--- src/sv/cif_pkg.sv ---
// cif_pkg: shared types, constants and saturation helpers of the integrate-and-fire block
// depends on nothing; imported by cif_frame_state and integrate_and_fire_aggregator_core

package cif_pkg;

   localparam int IDX_W    = 9;   // element index width
   localparam int WEIGHT_W = 17;  // unsigned Q0.16 / Q1.16 weight fields
   localparam int HIDDEN_W = 16;  // signed Q3.12 encoder value
   localparam int LEVEL_W  = 19;  // signed Q2.16 integration level
   localparam int USED_W   = 18;  // signed Q1.16 used and leftover weight
   localparam int ACC_W    = 32;  // signed Q3.28 accumulator
   localparam int PROD_W   = USED_W + HIDDEN_W;
   localparam int WIDE_W   = 21;  // working width of the weight arithmetic

   localparam logic [WEIGHT_W-1:0]      ONE_WEIGHT = 17'd65536;
   localparam logic signed [WIDE_W-1:0] ONE_WIDE   = 21'sd65536;

   // register map of the csr port
   localparam int CSR_IDX_W = 1;
   localparam logic [CSR_IDX_W-1:0] CSR_FIRE_THRESHOLD = 1'd0;
   localparam logic [CSR_IDX_W-1:0] CSR_TAIL_WEIGHT    = 1'd1;

   localparam logic [WEIGHT_W-1:0] FIRE_THRESHOLD_RST = 17'd65536;
   localparam logic [WEIGHT_W-1:0] TAIL_WEIGHT_RST    = 17'd29491;

   typedef struct packed {
      logic                     fires;
      logic signed [USED_W-1:0] used;
      logic signed [USED_W-1:0] leftover;
   } frame_ctl_type;

   // clamp to the signed 19-bit level range
   function automatic logic signed [LEVEL_W-1:0] sat_level(input logic signed [WIDE_W-1:0] v);
      logic signed [LEVEL_W-1:0] r;
      if (v[WIDE_W-1:LEVEL_W-1] == {(WIDE_W-LEVEL_W+1){v[WIDE_W-1]}}) begin
         r = v[LEVEL_W-1:0];
      end else if (v[WIDE_W-1]) begin
         r = {1'b1, {(LEVEL_W-1){1'b0}}};
      end else begin
         r = {1'b0, {(LEVEL_W-1){1'b1}}};
      end
      return r;
   endfunction

   // clamp to the signed 18-bit weight range
   function automatic logic signed [USED_W-1:0] sat_weight(input logic signed [WIDE_W-1:0] v);
      logic signed [USED_W-1:0] r;
      if (v[WIDE_W-1:USED_W-1] == {(WIDE_W-USED_W+1){v[WIDE_W-1]}}) begin
         r = v[USED_W-1:0];
      end else if (v[WIDE_W-1]) begin
         r = {1'b1, {(USED_W-1){1'b0}}};
      end else begin
         r = {1'b0, {(USED_W-1){1'b1}}};
      end
      return r;
   endfunction

   // clamp to the signed 32-bit accumulator range
   function automatic logic signed [ACC_W-1:0] sat_acc(input logic signed [PROD_W:0] v);
      logic signed [ACC_W-1:0] r;
      if (v[PROD_W:ACC_W-1] == {(PROD_W-ACC_W+2){v[PROD_W]}}) begin
         r = v[ACC_W-1:0];
      end else if (v[PROD_W]) begin
         r = {1'b1, {(ACC_W-1){1'b0}}};
      end else begin
         r = {1'b0, {(ACC_W-1){1'b1}}};
      end
      return r;
   endfunction

endpackage

--- src/sv/cif_frame_state.sv ---
// cif_frame_state: integration level and per-frame weight split
// depends on cif_pkg

module cif_frame_state
   import cif_pkg::*;
(
   input  logic                clock,
   input  logic                reset,
   input  logic                start_frame,     // accepted element 0
   input  logic                tail,
   input  logic [WEIGHT_W-1:0] frame_weight,
   input  logic [WEIGHT_W-1:0] fire_threshold,
   input  logic [WEIGHT_W-1:0] tail_weight,
   output frame_ctl_type       ctl
);

   logic signed [LEVEL_W-1:0] level_ff, level_in;
   frame_ctl_type             frame_ff, frame_in;

   logic [WEIGHT_W-1:0]       alpha_raw;
   logic [WEIGHT_W-1:0]       alpha;
   logic signed [WIDE_W-1:0]  level_ext;
   logic signed [WIDE_W-1:0]  alpha_ext;
   logic signed [WIDE_W-1:0]  required_w;
   logic signed [WIDE_W-1:0]  sum_w;
   logic signed [WIDE_W-1:0]  left_w;
   logic signed [WIDE_W-1:0]  drop_w;
   logic signed [USED_W-1:0]  required;
   logic signed [LEVEL_W-1:0] level_sum;

   always_comb begin
      alpha_raw  = tail ? tail_weight : frame_weight;
      alpha      = (alpha_raw > ONE_WEIGHT) ? ONE_WEIGHT : alpha_raw;
      level_ext  = WIDE_W'(level_ff);
      alpha_ext  = $signed({{(WIDE_W-WEIGHT_W){1'b0}}, alpha});
      required_w = ONE_WIDE - level_ext;
      required   = sat_weight(required_w);
      sum_w      = level_ext + alpha_ext;
      level_sum  = sat_level(sum_w);
      left_w     = alpha_ext - WIDE_W'(required);
      drop_w     = WIDE_W'(level_sum) - ONE_WIDE;

      frame_in.fires = WIDE_W'(level_sum)
                       >= $signed({{(WIDE_W-WEIGHT_W){1'b0}}, fire_threshold});
      if (frame_in.fires) begin
         frame_in.used     = required;
         frame_in.leftover = sat_weight(left_w);
         level_in          = sat_level(drop_w);
      end else begin
         frame_in.used     = USED_W'(alpha_ext);
         frame_in.leftover = '0;
         level_in          = level_sum;
      end
   end

   always_ff @(posedge clock) begin
      if (reset) begin
         level_ff <= '0;
         frame_ff <= '0;
      end else if (start_frame) begin
         level_ff <= level_in;
         frame_ff <= frame_in;
      end
   end

   // element 0 sees its own frame's split, later elements the stored one
   assign ctl = start_frame ? frame_in : frame_ff;

endmodule
--- config.mk ---
export PLATFORM = sky130hd
export DESIGN_NAME = cif_frame_state
export DESIGN_NICKNAME = d
export VERILOG_FILES = /design/src/sv/cif_pkg.sv /design/src/sv/cif_frame_state.sv
export SDC_FILE = /design/constraint.sdc
export NUM_CORES = 1
export LEC_CHECK = 0
export ABC_AREA = 1
export BUFFER_PORTS_ARGS = -buffer_cell sky130_fd_sc_hd__buf_2
export CELL_PAD_IN_SITES_DETAIL_PLACEMENT = 1
export CELL_PAD_IN_SITES_GLOBAL_PLACEMENT = 1
export CORE_MARGIN = 1.5
export CORE_UTILIZATION = 44
export CTS_BUF_LIST = sky130_fd_sc_hd__clkbuf_8
export DETAILED_ROUTE_END_ITERATION = 6
export GPL_TIMING_DRIVEN = 1
export PLACE_DENSITY_LB_ADDON = 0.05
export SLEW_MARGIN = 20
export SYNTH_ARGS = -nofsm -noshare
export SYNTH_HDL_FRONTEND = slang
export SYNTH_SLANG_ARGS = --single-unit
--- constraint.sdc ---
create_clock -name clock -period 8.5 [get_ports clock]
set_clock_uncertainty 0.15 [all_clocks]
set_input_delay 0 -clock clock [delete_from_list [all_inputs] [get_ports clock]]
set_output_delay 0 -clock clock [all_outputs]
set_load 0.005 [all_outputs]
Yosys cells after proc, flatten, opt, wreduce, memory -nomap -nowiden
Index checks and enable logic that the tools add are counted.
- add/subtract/negate cells: 4
- magnitude comparators: 2
- eq/ne operators: 4
- muxes and demuxes: 13
- operators by type and width (cell ; count):
    19-bit 2-to-1 mux ; 5
    18-bit 2-to-1 mux ; 4
    37-bit 2-to-1 mux ; 1
    36-bit 2-to-1 mux ; 1
    17-bit 2-to-1 mux ; 2
    19-bit by 18-bit adder with 20-bit output ; 1
    18-bit by 19-bit subtractor with 20-bit output (first input constant) ; 1
    19-bit by 18-bit subtractor with 20-bit output (second input constant) ; 1
    19-bit by 18-bit greater-or-equal comparator with 1-bit output ; 1
    18-bit by 18-bit subtractor with 19-bit output ; 1
    17-bit > comparator (second input constant) ; 1
    3-bit == test ; 2
    2-bit == test ; 2
- register bits: 56
- output and inout bits: 37

Logic depth before layout (Yosys ltp)
- depth after elaboration: 10
- mapped depth: 54
- mapped depth without buffers: 50

Worst setup path before layout
OpenSTA, ideal clock, no wires.
- path type: input to register
- start: input tail
- end: register frame_ff[11] in the netlist's numbering
- library setup time: 0.070 ns
- data arrival time: 5.348 ns
- required time: 8.280 ns
- path slack: 2.932 ns
- stages on the path: 49
- path through: buf_4 -> buf_2 -> nand2_1 -> nand2_1 -> nor2_1 -> nand2_1 -> nor2_1 -> nand2_1 -> nand2_2 -> buf_6 -> clkbuf_1 -> nand2_1 -> inv_1 -> ha_1 -> a21oi_1 -> o21ai_0 -> a21oi_1 -> nand2_1 -> [... 13 more ...] -> nand2_1 -> nand2_1 -> nand2_1 -> nand2_1 -> nand2_1 -> nand2_1 -> nand2_1 -> nand2_1 -> nand2_1 -> nand2_1 -> a21oi_1 -> nor2_1 -> a31oi_4 -> nand2_4 -> nor2_8 -> buf_8 -> nand2_2 -> a21oi_2
- cells in the longest elaborated chain, start to end: 9
- ends and longest elaborated chain (element ; line ; source):
    from (decl) ; cif_frame_state.sv:10 ; input logic tail,
    17-bit 2-to-1 mux (*) ; cif_frame_state.sv:32 ; alpha_raw = tail ? tail_weight : frame_weight;
    17-bit > comparator ; cif_frame_state.sv:33 ; alpha = (alpha_raw > ONE_WEIGHT) ? ONE_WEIGHT : alpha_raw;
    17-bit 2-to-1 mux (*) ; cif_frame_state.sv:33 ;
    19-bit by 18-bit adder with 20-bit output ; cif_frame_state.sv:38 ; sum_w = level_ext + alpha_ext;
    2-bit == test / 19-bit 2-to-1 mux (equally long branches) ; cif_pkg.sv:35, cif_pkg.sv:37 ;
    19-bit 2-to-1 mux ; cif_pkg.sv:35 ; if (v[WIDE_W-1:LEVEL_W-1] == {(WIDE_W-LEVEL_W+1){v[WIDE_W-1]}}) begin
    19-bit by 18-bit greater-or-equal comparator with 1-bit output ; cif_frame_state.sv:44 ; >= $signed({{(WIDE_W-WEIGHT_W){1'b0}}, fire_threshold});
    36-bit 2-to-1 mux (*) ; cif_frame_state.sv:45 ; if (frame_in.fires) begin
    37-bit 2-to-1 mux (*) ; n/a ;
    to (signal assigned) ; cif_frame_state.sv:62 ; frame_ff <= frame_in;
    to (decl) ; cif_frame_state.sv:18 ; frame_ctl_type frame_ff, frame_in;
Every way passes the cells marked *; elsewhere a longest branch is shown, timed or not.
A chain may end at the register's enable or synchronous reset.

==> impl_metrics.ini <==
[status]
status = completed

[layout]
drive_above_1_share = 0.143
mostFrequentLayoutCell = nand2_1
regArea_um2 = 1120
final_area_um2 = 6850
antenna_cells = 0
layout_common_cells = nand2_1 (360), inv_1 (134), a21oi_1 (95), buf_2 (91), nor2_1 (65)
final_util = 0.495
nNetsFinal = 1222
n_fill_cell = 2016
syn_to_final_growth_pct = 10.6
multi_input_area_um2 = 4410

[routing]
wire_per_inst_um = 16.0
ant_nets = 0
drt_iter0_markers = 363
via_per_inst = 5.31
drt_first_pass_iters = 5
num_vias = 6913
drc = 0
wirelength_mm = 20.8

[clock_tree]
clk_latency_ps = 350
cts_root_buffer = clkbuf_8
cts.repair.resized = 0
clkTransAtPathRegs_ps = 110
post_cts_buffers = 0
cts.sinks = 56
h-tree-depth = 2
tritoncts = done
clockBufferDepth = 2
numCtsBuffers = 5
ctsHoldBuffers = 0

[timing]
fin_setup_tns_ps = 0
slew_viol_final = 0
period_minus_slack_ps = 7240
slew_headroom = 0.386
rsz0062_at_grt = no
hold-worst-slack_ps = 63.7
clock.fmax_mhz = 138
max_slew.worst_pin.slew_ps = 921
setup-violations-final = 0
hold_viol = 0
period_share = 0.851

[logic_synthesis]
synth-simple-area-share = 0.393
ys.flop_type = dfxtp_1
synth_compound_area_frac = 0.181
synthMuxAreaShare = 0
yosysWarningCount = 0
synth-seq-area-share = 0.181
async_flop_share = 0
syn_avg_cell_area_um2 = 5.91
syn_nets = 1149
ys_types = 48
synth_top_family_by_area = simple AND/OR/NAND/NOR gates
netlist_instances = 1047
synth_top_area_share = 0.218
yosysTopAreaCell = nand2_1
synth_edf_count = 0
synth_fa_ha_area_frac = 0.0974
yosys_register_bits = 56
synthXorXnorAreaFrac = 0.0396
synth_area_leaders = nand2_1 (22%), dfxtp_1 (18%), ha_1 (9.1%), inv_1 (8.1%), a21oi_1 (7.7%)
synth_area_um2 = 6190

[die]
die_height_um = 122
rows = 43
start_util = 0.448
fp.coreArea_um2 = 13800
dieArea_um2 = 14800
die_w_um = 122
pin_count = 92

[grt]
grt_usage = 0.289
grt_pass1_wl_mm = 33.7
grt_pass1_vias = 6769
grt_max_degree = 41
antenna_found_initial = 0
grt_overflow = 0

[critical_path]
criticalPathCategory = flop to output pin
crit_top_cell = nand2_1
crit_path_top_delay_cell = a21oi_1
critPathMaxFanout = 17
required_ps = 8350
startpoint_type = flop
worstPathArrival_ps = 7090
slowest_delay_ps = 540
cp-end-kind = output pin

[power]
p_per_area_nw_per_um2 = 437
total_power_mw = 2.99
ir_worst_vdd_uv = 147
p_leak_nw = 3.89

[place]
place.port_buffers = 91
placed_cell_area_um2 = 6750
hpwl_mm = 17.5
routabilityCongestion = 0.933

[job]
drv_cap = 0

[worst_hold_path]
min_path_type = input port to flop
-- synth_stat cells, types with 2 or more instances --
library cell  instances
ha_1                 45
nor4_1                3
nand2_2              23
nand4_1              17
a21oi_2              10
o31ai_1               4
nand2_4               5
o21ai_0              42
nand3_4               2
xnor2_1               5
a21boi_0              4
o21bai_1              8
o211ai_1             12
clkbuf_1             15
fa_1                  2
and2_1                2
buf_6                 2
nor2_2                4
inv_1               134
nand2_1             360
buf_1                 2
a21o_1                5
inv_2                 3
o21ai_1               2
nand3b_1              6
nand3_1              51
dfxtp_1              56
nand3_2               3
a31oi_1               6
buf_2                 7
a21oi_1              95
nor3_1               10
nor2_1               65
xor2_1               23
-- area by class of cell --
cell class                 count  area share
multi-input combinational    825       0.644
sequential                    56       0.164
clock inverter                 3     0.00384
clock buffer                   5      0.0101
inverter                     138      0.0760
timing repair buffer          94      0.0698
tap                          180      0.0329
-- kinds of logic (layout without fill, tap and decap cells) --
| logic type | Yosys count | after routing |
|---|---|---|
| buf+inv | 166 | 240 |
| flops | 56 | 56 |
| compound gates | 193 | 193 |
| fa+ha+maj | 47 | 47 |
| xor+xnor | 28 | 28 |
| simple gates | 557 | 557 |
-- path summary, 6_finish.rpt --
kind | start | end | slack (ps) | depth (start not counted)
worst max-delay path | level_ff[1]$_SDFFE_PP0P_ | ctl[2] | 1260 | 34
worst min-delay path | frame_weight[16] | frame_ff[34]$_SDFF_PP0_ | 60 | 5
worst max register to register | level_ff[1]$_SDFFE_PP0P_ | frame_ff[2]$_SDFF_PP0_ | 1580 | 33
worst min register to register | frame_ff[34]$_SDFF_PP0_ | frame_ff[34]$_SDFF_PP0_ | 330 | 2
-- through the flow --
| step | worst slack [ps] | cells |
|---|---|---|
| final | 1260 | 1301 |
| after global routing | 517 | 1301 |
| after CTS | 1300 | 1301 |
| after detailed placement | 1630 | 1293 |
| after global placement | 1860 | 1293 |
| after floorplan | 2930 | 1047 |
-- power breakdown --
group          switching [mW]  leakage [nW]  total, mW  internal, mW
sequential             0.0510         0.462      0.389         0.338
combinational            1.64          3.37       2.44         0.794
clock                   0.105        0.0491      0.166        0.0610
total                    1.80          3.89       2.99          1.19
-- sequential cells by signal, indices dropped and copies added (netlist names) --
register  flops
frame_ff     37
level_ff     19
-- critical path: cells and delay by family (launching register included) --
family,cells,cell delay [ps]
AOI/OAI and AO/OA,5,1560
xor gates and xnor gates,1,250
adders and majority gates,2,820
buffers and inverters,8,1180
DFF,1,360
and+or+nand+nor,18,2560
-- routing by layer --
metal | global-route usage | vias to the layer above | share of wire
met5 | 0 | - | 0
met3 | 0.0360 | 25 | 0.049
met2 | 0.481 | 173 | 0.45
met4 | 0.0757 | 0 | 0.020
met1 | 0.394 | 3184 | 0.48
li1 | - | 3531 | -
Note: power is estimated with default switching activity, not from simulation.
